$ cat src/design/bba_pkg.sv
// Shared constants and helpers for the bitmap block allocator.
// Used by the top level; no dependencies.

package bba_pkg;

	localparam int NUM_BLOCKS_DEF = 4096;
	localparam int WORD_BITS      = 64;

	localparam logic [1:0] ST_OK      = 2'd0;
	localparam logic [1:0] ST_NOSPACE = 2'd1;
	localparam logic [1:0] ST_INVALID = 2'd2;

	localparam logic OP_ALLOC = 1'b0;
	localparam logic OP_FREE  = 1'b1;

	localparam logic REG_ENABLED      = 1'b0;
	localparam logic REG_FIRST_USABLE = 1'b1;

	localparam logic [11:0] FIRST_USABLE_RST = 12'd35;

	// Returns {found, position} of the lowest clear bit in a map word.
	function automatic logic [6:0] find_zero(input logic [63:0] w);
		logic [6:0] r;
		r = '0;
		for (int i = 63; i >= 0; i--) begin
			if (!w[i]) begin
				r = {1'b1, 6'(i)};
			end
		end
		return r;
	endfunction

endpackage

$ cat src/design/bba_ram.sv
// Generic single-port-write, single-port-read RAM with a registered read.
// Standalone; no package dependencies.

module bba_ram #(
	parameter int WIDTH = 64,
	parameter int DEPTH = 64
) (
	input  logic                                       clk,
	input  logic                                       we,
	input  logic [((DEPTH > 1) ? $clog2(DEPTH) : 1)-1:0] waddr,
	input  logic [WIDTH-1:0]                           wdata,
	input  logic [((DEPTH > 1) ? $clog2(DEPTH) : 1)-1:0] raddr,
	output logic [WIDTH-1:0]                           rdata
);

	logic [WIDTH-1:0] mem [DEPTH];

	always_ff @(posedge clk) begin
		if (we) begin
			mem[waddr] <= wdata;
		end
		rdata <= mem[raddr];
	end

endmodule

$ cat src/design/bitmap_block_allocator_top.sv
// Bitmap first-fit block allocator: usage map in a 64-bit wide RAM, one word per cycle scan.
// Depends on bba_pkg and bba_ram.
//
//  channel   | handshake             | payload
//  ----------+-----------------------+------------------------------------------------
//  request   | start, busy           | operation, block_index
//  result    | done (one-cycle)      | status, granted_block, was_already_free,
//            |                       | allocated_count
//  config    | cfg_valid, cfg_ready  | cfg_index, cfg_data
//
// An allocate scans map words from the one holding the first usable block, at most
// NUM_BLOCKS/64 of them; the RAM read port delivers one word per cycle.
// A free reads the word holding its block and clears the bit; a rejected or disabled
// request is done in the next cycle. After reset a clearing pass writes all NUM_BLOCKS/64
// words with busy high; configuration writes are always taken.
// The result receiver cannot stall; a new request may be started in the done cycle.

module bitmap_block_allocator_top #(
	parameter int NUM_BLOCKS = bba_pkg::NUM_BLOCKS_DEF
) (
	input  logic        clk,
	input  logic        arst_n,
	input  logic        start,
	output logic        busy,
	input  logic        operation,
	input  logic [11:0] block_index,
	output logic        done,
	output logic [1:0]  status,
	output logic [11:0] granted_block,
	output logic        was_already_free,
	output logic [12:0] allocated_count,
	input  logic        cfg_valid,
	output logic        cfg_ready,
	input  logic        cfg_index,
	input  logic [11:0] cfg_data
);

	localparam int WORDS = (NUM_BLOCKS + bba_pkg::WORD_BITS - 1) / bba_pkg::WORD_BITS;
	localparam int AW    = (WORDS > 1) ? $clog2(WORDS) : 1;
	localparam int TAIL  = NUM_BLOCKS % bba_pkg::WORD_BITS;
	localparam int CNT_W = $clog2(NUM_BLOCKS + 1);
	localparam int CXW   = (CNT_W > 13) ? CNT_W : 13;
	localparam int XW    = ($clog2(NUM_BLOCKS) > 12) ? $clog2(NUM_BLOCKS) + 1 : 13;
	localparam int GXW   = (AW + 6 > 12) ? AW + 6 : 12;
	localparam logic [AW-1:0] LAST = AW'(WORDS - 1);

	typedef enum logic [3:0] {
		S_IDLE  = 4'b0001,
		S_CLEAR = 4'b0010,
		S_ALLOC = 4'b0100,
		S_FREE  = 4'b1000
	} state_t;

	state_t           state_q;
	logic [AW-1:0]    addr_q;
	logic [AW-1:0]    chk_addr_q;
	logic             chk_valid_q;
	logic [AW-1:0]    start_w_q;
	logic [5:0]       idx_lo_q;
	logic [CNT_W-1:0] cnt_q;
	logic             enabled_q;
	logic [11:0]      first_q;
	logic             done_q;
	logic [1:0]       status_q;
	logic [11:0]      granted_q;
	logic             already_q;

	logic             mem_we;
	logic [AW-1:0]    mem_waddr;
	logic [63:0]      mem_wdata;
	logic [63:0]      rd_data;
	logic [63:0]      mask;
	logic [6:0]       zero_hit;
	logic [GXW-1:0]   blk_x;
	logic [CXW-1:0]   cnt_x;
	logic [XW-1:0]    first_x;
	logic [XW-1:0]    idx_x;
	logic             accept;
	logic             last_word;
	logic             free_bit;

	bba_ram #(
		.WIDTH(bba_pkg::WORD_BITS),
		.DEPTH(WORDS)
	) u_map (
		.clk  (clk),
		.we   (mem_we),
		.waddr(mem_waddr),
		.wdata(mem_wdata),
		.raddr(addr_q),
		.rdata(rd_data)
	);

	assign accept    = start && !busy;
	assign busy      = (state_q != S_IDLE);
	assign cfg_ready = 1'b1;
	assign first_x   = XW'(first_q);
	assign idx_x     = XW'(block_index);
	assign last_word = (chk_addr_q == LAST);
	assign free_bit  = rd_data[idx_lo_q];

	// Blocks below the first usable one and past the end of the map look used to the scan.
	always_comb begin
		mask = '0;
		for (int j = 0; j < 64; j++) begin
			if (chk_addr_q == start_w_q && j < int'(first_q[5:0])) begin
				mask[j] = 1'b1;
			end
			if (last_word && TAIL != 0 && j >= TAIL) begin
				mask[j] = 1'b1;
			end
		end
	end

	assign zero_hit = bba_pkg::find_zero(rd_data | mask);
	assign blk_x    = GXW'({chk_addr_q, zero_hit[5:0]});

	always_comb begin
		mem_we    = 1'b0;
		mem_waddr = chk_addr_q;
		mem_wdata = rd_data;
		unique case (state_q)
			S_CLEAR: begin
				mem_we    = 1'b1;
				mem_waddr = addr_q;
				mem_wdata = '0;
			end
			S_ALLOC: begin
				mem_we    = chk_valid_q && zero_hit[6];
				mem_wdata = rd_data | (64'd1 << zero_hit[5:0]);
			end
			S_FREE: begin
				mem_we    = chk_valid_q && free_bit;
				mem_wdata = rd_data & ~(64'd1 << idx_lo_q);
			end
			default: begin
				mem_we = 1'b0;
			end
		endcase
	end

	always_ff @(posedge clk or negedge arst_n) begin
		if (!arst_n) begin
			enabled_q <= 1'b0;
			first_q   <= bba_pkg::FIRST_USABLE_RST;
		end else if (cfg_valid && cfg_ready) begin
			unique case (cfg_index)
				bba_pkg::REG_ENABLED:      enabled_q <= cfg_data[0];
				bba_pkg::REG_FIRST_USABLE: first_q   <= cfg_data;
				default:                   enabled_q <= enabled_q;
			endcase
		end
	end

	always_ff @(posedge clk or negedge arst_n) begin
		if (!arst_n) begin
			state_q     <= S_CLEAR;
			addr_q      <= '0;
			chk_addr_q  <= '0;
			chk_valid_q <= 1'b0;
			start_w_q   <= '0;
			idx_lo_q    <= '0;
			cnt_q       <= '0;
			done_q      <= 1'b0;
			status_q    <= bba_pkg::ST_OK;
			granted_q   <= '0;
			already_q   <= 1'b0;
		end else begin
			done_q <= 1'b0;
			unique case (state_q)
				S_CLEAR: begin
					if (addr_q == LAST) begin
						addr_q  <= '0;
						state_q <= S_IDLE;
					end else begin
						addr_q <= addr_q + AW'(1);
					end
				end
				S_IDLE: begin
					chk_valid_q <= 1'b0;
					if (accept) begin
						granted_q <= '0;
						already_q <= 1'b0;
						if (!enabled_q) begin
							done_q   <= 1'b1;
							status_q <= bba_pkg::ST_INVALID;
						end else if (operation == bba_pkg::OP_ALLOC) begin
							if (first_x >= XW'(NUM_BLOCKS)) begin
								done_q   <= 1'b1;
								status_q <= bba_pkg::ST_NOSPACE;
							end else begin
								addr_q    <= AW'(first_q >> 6);
								start_w_q <= AW'(first_q >> 6);
								state_q   <= S_ALLOC;
							end
						end else begin
							if (block_index < first_q || idx_x >= XW'(NUM_BLOCKS)) begin
								done_q   <= 1'b1;
								status_q <= bba_pkg::ST_INVALID;
							end else begin
								addr_q   <= AW'(block_index >> 6);
								idx_lo_q <= block_index[5:0];
								state_q  <= S_FREE;
							end
						end
					end
				end
				S_ALLOC: begin
					// The read for the next word is issued while the current one is checked.
					chk_valid_q <= 1'b1;
					chk_addr_q  <= addr_q;
					if (addr_q != LAST) begin
						addr_q <= addr_q + AW'(1);
					end
					if (chk_valid_q) begin
						if (zero_hit[6]) begin
							done_q      <= 1'b1;
							status_q    <= bba_pkg::ST_OK;
							granted_q   <= blk_x[11:0];
							cnt_q       <= cnt_q + CNT_W'(1);
							chk_valid_q <= 1'b0;
							state_q     <= S_IDLE;
						end else if (last_word) begin
							done_q      <= 1'b1;
							status_q    <= bba_pkg::ST_NOSPACE;
							chk_valid_q <= 1'b0;
							state_q     <= S_IDLE;
						end
					end
				end
				S_FREE: begin
					chk_valid_q <= 1'b1;
					chk_addr_q  <= addr_q;
					if (chk_valid_q) begin
						done_q      <= 1'b1;
						status_q    <= bba_pkg::ST_OK;
						already_q   <= !free_bit;
						chk_valid_q <= 1'b0;
						state_q     <= S_IDLE;
						if (free_bit && cnt_q != '0) begin
							cnt_q <= cnt_q - CNT_W'(1);
						end
					end
				end
				default: begin
					state_q <= S_IDLE;
				end
			endcase
		end
	end

	assign cnt_x            = CXW'(cnt_q);
	assign done             = done_q;
	assign status           = status_q;
	assign granted_block    = granted_q;
	assign was_already_free = already_q;
	assign allocated_count  = cnt_x[12:0];

	a_write_only_busy: assert property (@(posedge clk) disable iff (!arst_n)
		mem_we |-> busy)
		else $error("map written while idle");

	a_disabled_invalid: assert property (@(posedge clk) disable iff (!arst_n)
		(accept && !enabled_q) |=> (done && status == bba_pkg::ST_INVALID))
		else $error("disabled request not rejected next cycle");

	a_fail_fields: assert property (@(posedge clk) disable iff (!arst_n)
		(done && status != bba_pkg::ST_OK) |-> (granted_block == '0 && !was_already_free))
		else $error("failed request carries a grant or flag");

	a_count_bound: assert property (@(posedge clk) disable iff (!arst_n)
		cnt_q <= CNT_W'(NUM_BLOCKS))
		else $error("allocated count exceeds map size");

	a_done_cause: assert property (@(posedge clk) disable iff (!arst_n)
		done |-> $past(busy || start))
		else $error("result without a request");

endmodule

$ cat config.mk
export PLATFORM = sky130hd
export DESIGN_NAME = bitmap_block_allocator_top
export DESIGN_NICKNAME = d
export VERILOG_FILES = /design/src/design/bba_pkg.sv /design/src/design/bba_ram.sv /design/src/design/bitmap_block_allocator_top.sv
export SDC_FILE = /design/constraint.sdc
export NUM_CORES = 2
export LEC_CHECK = 0
export BUFFER_PORTS_ARGS = -buffer_cell sky130_fd_sc_hd__buf_2
export CAP_MARGIN = 20
export CORE_UTILIZATION = 40
export DETAILED_ROUTE_END_ITERATION = 10
export PLACE_DENSITY = 0.63
export SLEW_MARGIN = 20
export SYNTH_ARGS = -nofsm -noshare
export SYNTH_HDL_FRONTEND = slang
export SYNTH_SLANG_ARGS = --single-unit
$ cat constraint.sdc
create_clock -name clk -period 17.14 [get_ports clk]
set_input_delay 0.857 -clock clk [delete_from_list [all_inputs] [get_ports clk]]
set_output_delay 0.857 -clock clk [all_outputs]
set_load 0.005 [all_outputs]
Yosys cells after proc, flatten, opt, wreduce, memory -nomap -nowiden
Memories as Yosys holds them, arrays and structs flattened. A register that Yosys moved wholly into a read port is not among the register bits.
Cells that the tools add are included.

storage, ports and cells
  memories kept = 1
  output and inout bits = 31
  input port bits = 30
  register bits = 71
  memory bits (writable) = 4096

memory list
  memory     depth  bits a word  read ports  clocked after Yosys merged registers in  write ports  RTL line       text
  u_map.mem  64     64           1           1                                        1            bba_ram.sv:16  logic [WIDTH-1:0] mem [DEPTH];

operators by class
  muxes and demuxes = 190
  $add $sub $neg = 3
  equal/unequal tests = 22
  shift-type cells = 2
  $lt $le $gt $ge = 67
  bitwise gates (word level) = 8
  reductions and logical operators = 87

operator list
  cell                  number
  $mux 7                64
  $pmux 64 s3           1
  $lt 6x6->1 const A    31
  $shl 1x6->64 const A  2
  $lt 5x6->1 const A    16
  $mux 1                81
  $logic_and 1x1->1     67
  $and 64x64->64        1
  $not 64->64           1
  $or 64x63->64         1
  $or 64x64->64         1
  $mux 13               4
  $lt 4x6->1 const A    8
  $mux 6                8
  $mux 4                10
  $mux 12               3
  $ge 12x13->1 const B  2
  $pmux 13 s2           1
  $lt 3x6->1 const A    4
  $pmux 12 s2           1
  $mux 2                9
  $pmux 6 s3            1
  $ne 2x2->1 const B    8
  $pmux 4 s4            1
  35 further kinds      53

Longest topological paths before layout
  word-level depth = 72
  mapped depth = 17
  mapped depth without buffers = 14

Modules after synthesis
Synthesis repeated with hierarchy kept, for this count alone.

second synthesis, totals
  cells, all modules = 7814
  area total of the unflattened synthesis = 164924.4 um^2

by module, submodules not included
  module                      instances  area each (um^2)  cells each
  bba_ram                     1          156888.0          6812
  bitmap_block_allocator_top  1          8036.5            1002

Worst setup path before layout
Ideal clock, no wire load.

  kind = reg-to-reg
  from = register chk_addr_q[2]
  to = memory u_map.mem[0][0] (data pin)
  clock period less this slack = 6270 ps
  path buffers = 5
  library setup time = 703 ps
  arrival = 5567 ps
  data required time = 16437 ps
  stages on the path, launching flop included = 16
  path slack = 10870 ps
  cells stage by stage = dfrtp_1 buf_6 xnor2_2 and4_1 buf_6 buf_8 buf_8 buf_4 a31o_2 a211oi_1 o31ai_1 a2111oi_1 nand3_1 o21ai_2 o21ai_0 o21ai_0

between the ends
  word-level cells in the longest chain between the ends = 70
  elaborated cells on any way between the ends = 194
  those cells by class = eq/ne (1); shift (1); mux (127); bitwise (2); reduce/logical (63)

ends and longest elaborated chain
  item                    RTL line                           text
  start, declared         bitmap_block_allocator_top.sv:56   logic [AW-1:0] chk_addr_q;
  start signal, assigned  bitmap_block_allocator_top.sv:211  chk_addr_q <= addr_q;
  start signal, assigned  bitmap_block_allocator_top.sv:233  chk_addr_q <= addr_q;
  $eq 6x6->1 *            -
  $logic_and 1x1->1       bitmap_block_allocator_top.sv:106  if (chk_addr_q == start_w_q && j < int'(first_q[5:0])) begin
  $mux 1                  bitmap_block_allocator_top.sv:106
  $or 64x63->64 *         bitmap_block_allocator_top.sv:115  assign zero_hit = bba_pkg::find_zero(rd_data | mask);
  $mux 7 (62 in a row)    bba_pkg.sv:26                      if (!w[i]) begin
  $mux 7 *                bba_pkg.sv:26
  $shl 1x6->64 *          bitmap_block_allocator_top.sv:130  mem_wdata = rd_data | (64'd1 << zero_hit[5:0]);
  $or 64x64->64 *         bitmap_block_allocator_top.sv:130
  $pmux 64 s3 *           bitmap_block_allocator_top.sv:122  unique case (state_q)
  via mem_wdata[0]        bitmap_block_allocator_top.sv:70   logic [63:0] mem_wdata;
  end, declared           bba_ram.sv:16

The timed path passes the listed nets; every way through them passes the cells marked *.

Worst setup path after layout
  from = register chk_addr_q[2]
  to = memory u_map.mem[49][29], enable pin

between the ends
  word-level cells in the longest chain between the ends = 71
  elaborated cells on any way between the ends = 196
  those cells by class = eq/ne (1); mux (130); bitwise (1); reduce/logical (64)

ends and longest elaborated chain
  item                          RTL line                           text
  $eq 6x6->1                    -
  $logic_and 1x1->1             bitmap_block_allocator_top.sv:106
  $mux 1                        bitmap_block_allocator_top.sv:106
  $or 64x63->64                 bitmap_block_allocator_top.sv:115
  $mux 7 (63 in a row)          bba_pkg.sv:26
  $logic_and 1x1->1             bitmap_block_allocator_top.sv:129  mem_we = chk_valid_q && zero_hit[6];
  $pmux 1 s3                    bitmap_block_allocator_top.sv:122
  $mux 1                        bba_ram.sv:19                      if (we) begin
  $mux 1 (implied by the code)  bba_ram.sv:20                      mem[waddr] <= wdata;

Parallel ways exist; a longest one is shown, timed or not.

==> impl_results.md <==
- Maximum number of pins on one net before global-route repair: 128
- Reg2reg path depth: 13
- Power density cells: 171 mW/mm^2
- CP Capture Type: flop
- Final WS setup: 10.38 ns
- Skew-Pair Late Insertion Delay: 1.00 ns
- First-pass GRT wire length: 639 mm
- Place WS: 10.54 ns
- Dominant cells by area after synthesis: edfxtp_1 (75%), mux4_2 (19%), dfrtp_1 (1.0%)
- Final worst path period share: 39.5%
- DRC violations left: 0
- GPL Wtd Cong: 0.946
- Ports: 61
- Hold depth: 2
- Yosys warns: 0
- Layout cells sized above 1: 32.9%
- CTS buffer count: 418
- Ys async rst share: 1.68%
- Post-Synthesis Cells: 6889
- Post-DP HPWL: 257 mm
- Area share of the largest cell type after synthesis: 74.8%
- CTS H-tree lvls: 5
- Worst-Margin Slew: 1.26 ns
- Fmax: 148 MHz
- Hold path endpoint: first_q[7]
- Max-slew violation count: 0
- Non-filler cells, final: 13100
- Tot GR Track Use: 21.9%
- Status: finished, final reports clean
- IO Port Bufs: 59
- Critical Path, Cell by Cell: xnor2_2 -> and4_2 -> buf_4 -> nand2_1 -> o21ai_0 -> nand3_1 -> nor3_2 -> a21oi_2 -> or2_1 -> a32oi_4 -> nor2_4 -> buf_4 -> buf_4
- Post-Route Setup TNS: 0 ns
- Post-route ant nets: 0
- Slew HR: 15.7%
- Net count after synthesis: 6943
- Slowest cell on crit path: a32oi_4
- Nets: 7313
- Hold path start: cfg_data[7]
- Die Wd: 643 um
- #FFs+latches synth: 4231
- Initial DRC Count: 10800
- Vias post-DR: 79600
- Worst Path Buf+Inv: 3
- Core Area: 0.409 mm^2
- Clk sinks: 4231
- Avg Cell Area, Syn: 23.9 um^2
- Synth cell count leaders: edfxtp_1 (4096), mux4_2 (1365), clkbuf_1 (258), nor2_1 (116), nand2_1 (115)
- Post-CTS Setup Inserts: 0
- Clock Skew: 0.0908 ns
- Fin. Hold Viols: 0
- Post-synth EDFFs: 4096
- Worst-path clk slew: 0.06 ns
- WP data arrival: 7.34 ns
- Final wirelength: 459 mm
- Maxcap violations: 0
- Static Leakage: 57.4 nW
- Total grt overflow: 0
- Initial core utilization: 40.2%
- RR Startpoint: chk_addr_q[2]
- Critical path's top delay family: simple AND/OR/NAND/NOR gates
- Max VDD drop: 0.153 mV
- RSZ-0062 raised after global routing: false
- Kind of start point of the critical path: flop
- P&R area growth vs syn: 13.6%
- Finish-stage setup viols: 0
- Synth Flop Type: edfxtp_1
- Worst Hold Class: in2reg
- Mapped cell area: 0.164 mm^2
- FF-to-FF End: u_map.mem[49][29]
- Area leader, netlist: edfxtp_1
- First-pass DRT Iterations: 5
- Most used cell, CP: buf_4
- Cells after DPL: 12300
- CTS tree: yes
- Chip height: 643 um
- Root Driver: clkbuf_16
- Initial antenna violation count: 22
- Vias/cell: 6.08
- Max incr delay on CP: 0.75 ns
- CP max FO: 72
- Routed length per placed instance: 35.1 um
- Minimum clock period: 6.76 ns
- Clock Tree Buf Depth: 4
- Worst reg2reg setup slack: 10.38 ns
- Cell Rows: 235
- Die ar.: 0.413 mm^2
- Number of global-route vias before repair: 79800
- Critical path class: reg2reg
- Count leader, synth: edfxtp_1
- Seq/Total Area, Yosys: 76.7%
- Library cells used by synthesis: 100
- Required @ worst endpoint: 17.71 ns
==> power breakdown <==
part / switching [mW] / total, mW / leakage, nW / internal (mW)
registers: 0.521 / 13.6 / 38.2 / 13.0
logic: 5.46 / 9.33 / 12.6 / 3.87
clock network: 3.91 / 8.98 / 6.51 / 5.07
==> through the flow <==
step / area [um^2] / total power, mW / util (%) / hold slack (ns)
after floorplan: 164000 / 19.8 / - / 0.472
after global placement: 173000 / 23.0 / 42.3 / 0.513
after detailed placement: 173000 / 23.1 / 42.3 / 0.522
after CTS: 187000 / 32.1 / 45.6 / 0.0397
after global routing: 187000 / 32.9 / 45.6 / 0.0978
final: 187000 / 31.9 / 45.6 / 0.0998
==> flip-flops by register name, indices dropped and copies added, names as in the netlist, 6 cells and up <==
signal / count
granted_block: 12
first_q: 12
idx_lo_q: 6
allocated_count: 13
u_map.mem: 4096
u_map.rdata: 64
addr_q: 6
chk_addr_q: 6
start_w_q: 6
==> kinds of logic after synthesis <==
group / after synthesis / share of synthesized area [%]
DFF: 4231 / 76.7
muxes: 1404 / 19.0
other: 1 / 0.00228
buffers and inverters: 405 / 1.00
adders and majority gates: 24 / 0.187
AOI/OAI and AO/OA: 393 / 1.74
and+or+nand+nor: 411 / 1.27
xor gates and xnor gates: 20 / 0.134
==> worst reg2reg max path, delay by kind of cell (launching register included) <==
family | cells | cell delay, ns
buf+inv | 3 | 1.44
simple gates | 6 | 2.31
xor+xnor | 1 | 0.20
compound gates | 3 | 1.59
flops | 1 | 0.70
==> what timing repair did <==
action	4_1_cts	5_1_grt
endpoints found under the hold margin	14	0
resized for setup	0	0
hold buffers	1	0
==> worst max path at each step <==
| stage | startpoint | endpoint | slack (ns) | cells past startpoint |
|---|---|---|---|---|
| 6_report | chk_addr_q[2] | u_map.mem[49][29] | 10.38 | 13 |
| 5_1_grt | chk_addr_q[2] | u_map.mem[49][5] | 10.27 | 13 |
| 4_1_cts | chk_addr_q[2] | u_map.mem[49][29] | 10.58 | 13 |
| 3_5_place_dp | chk_addr_q[2] | u_map.mem[49][5] | 10.54 | 13 |
| 3_3_place_gp | chk_addr_q[0] | u_map.mem[49][5] | 10.46 | 13 |
| 2_1_floorplan | chk_addr_q[2] | u_map.mem[0][0] | 10.87 | 15 |
==> final cells by class <==
class                      count  area [um^2]
fill                       33400       223000
sequential                  4231       126000
multi-input combinational   2253        37800
clock buffer                 578        11400
tap                         5451         6820
timing repair buffer         325         2400
clock inverter               197         1990
inverter                      30          113
antenna                       24         60.1
==> cells in the final DEF, fill, tap and decap left out, drive strengths merged, types with 12 or more instances in the layout <==
cell type and instances:
o211ai 74, and3 12, nor2 116, nor4 17
nand3b 13, clkinv 143, dfxtp 64, mux2 33
nand3 36, bufinv 26, ha 23, inv 48
nor3 13, nand2 116, o21ai 129, edfxtp 4096
a21oi 47, diode 24, buf 324, dfrtp 67
nor2b 19, clkbuf 578, a31oi 43, mux4 1365
==> routing by layer <==
layer	part of all wire, %	GRT usage (%)	up-vias
li1	-	-	30700
met1	40	30.3	44000
met2	48	35.3	4065
met3	8.3	3.61	760
met4	3.7	7.72	6
met5	0.0087	0	-
No activity file was read; power rests on OpenSTA's default activity.
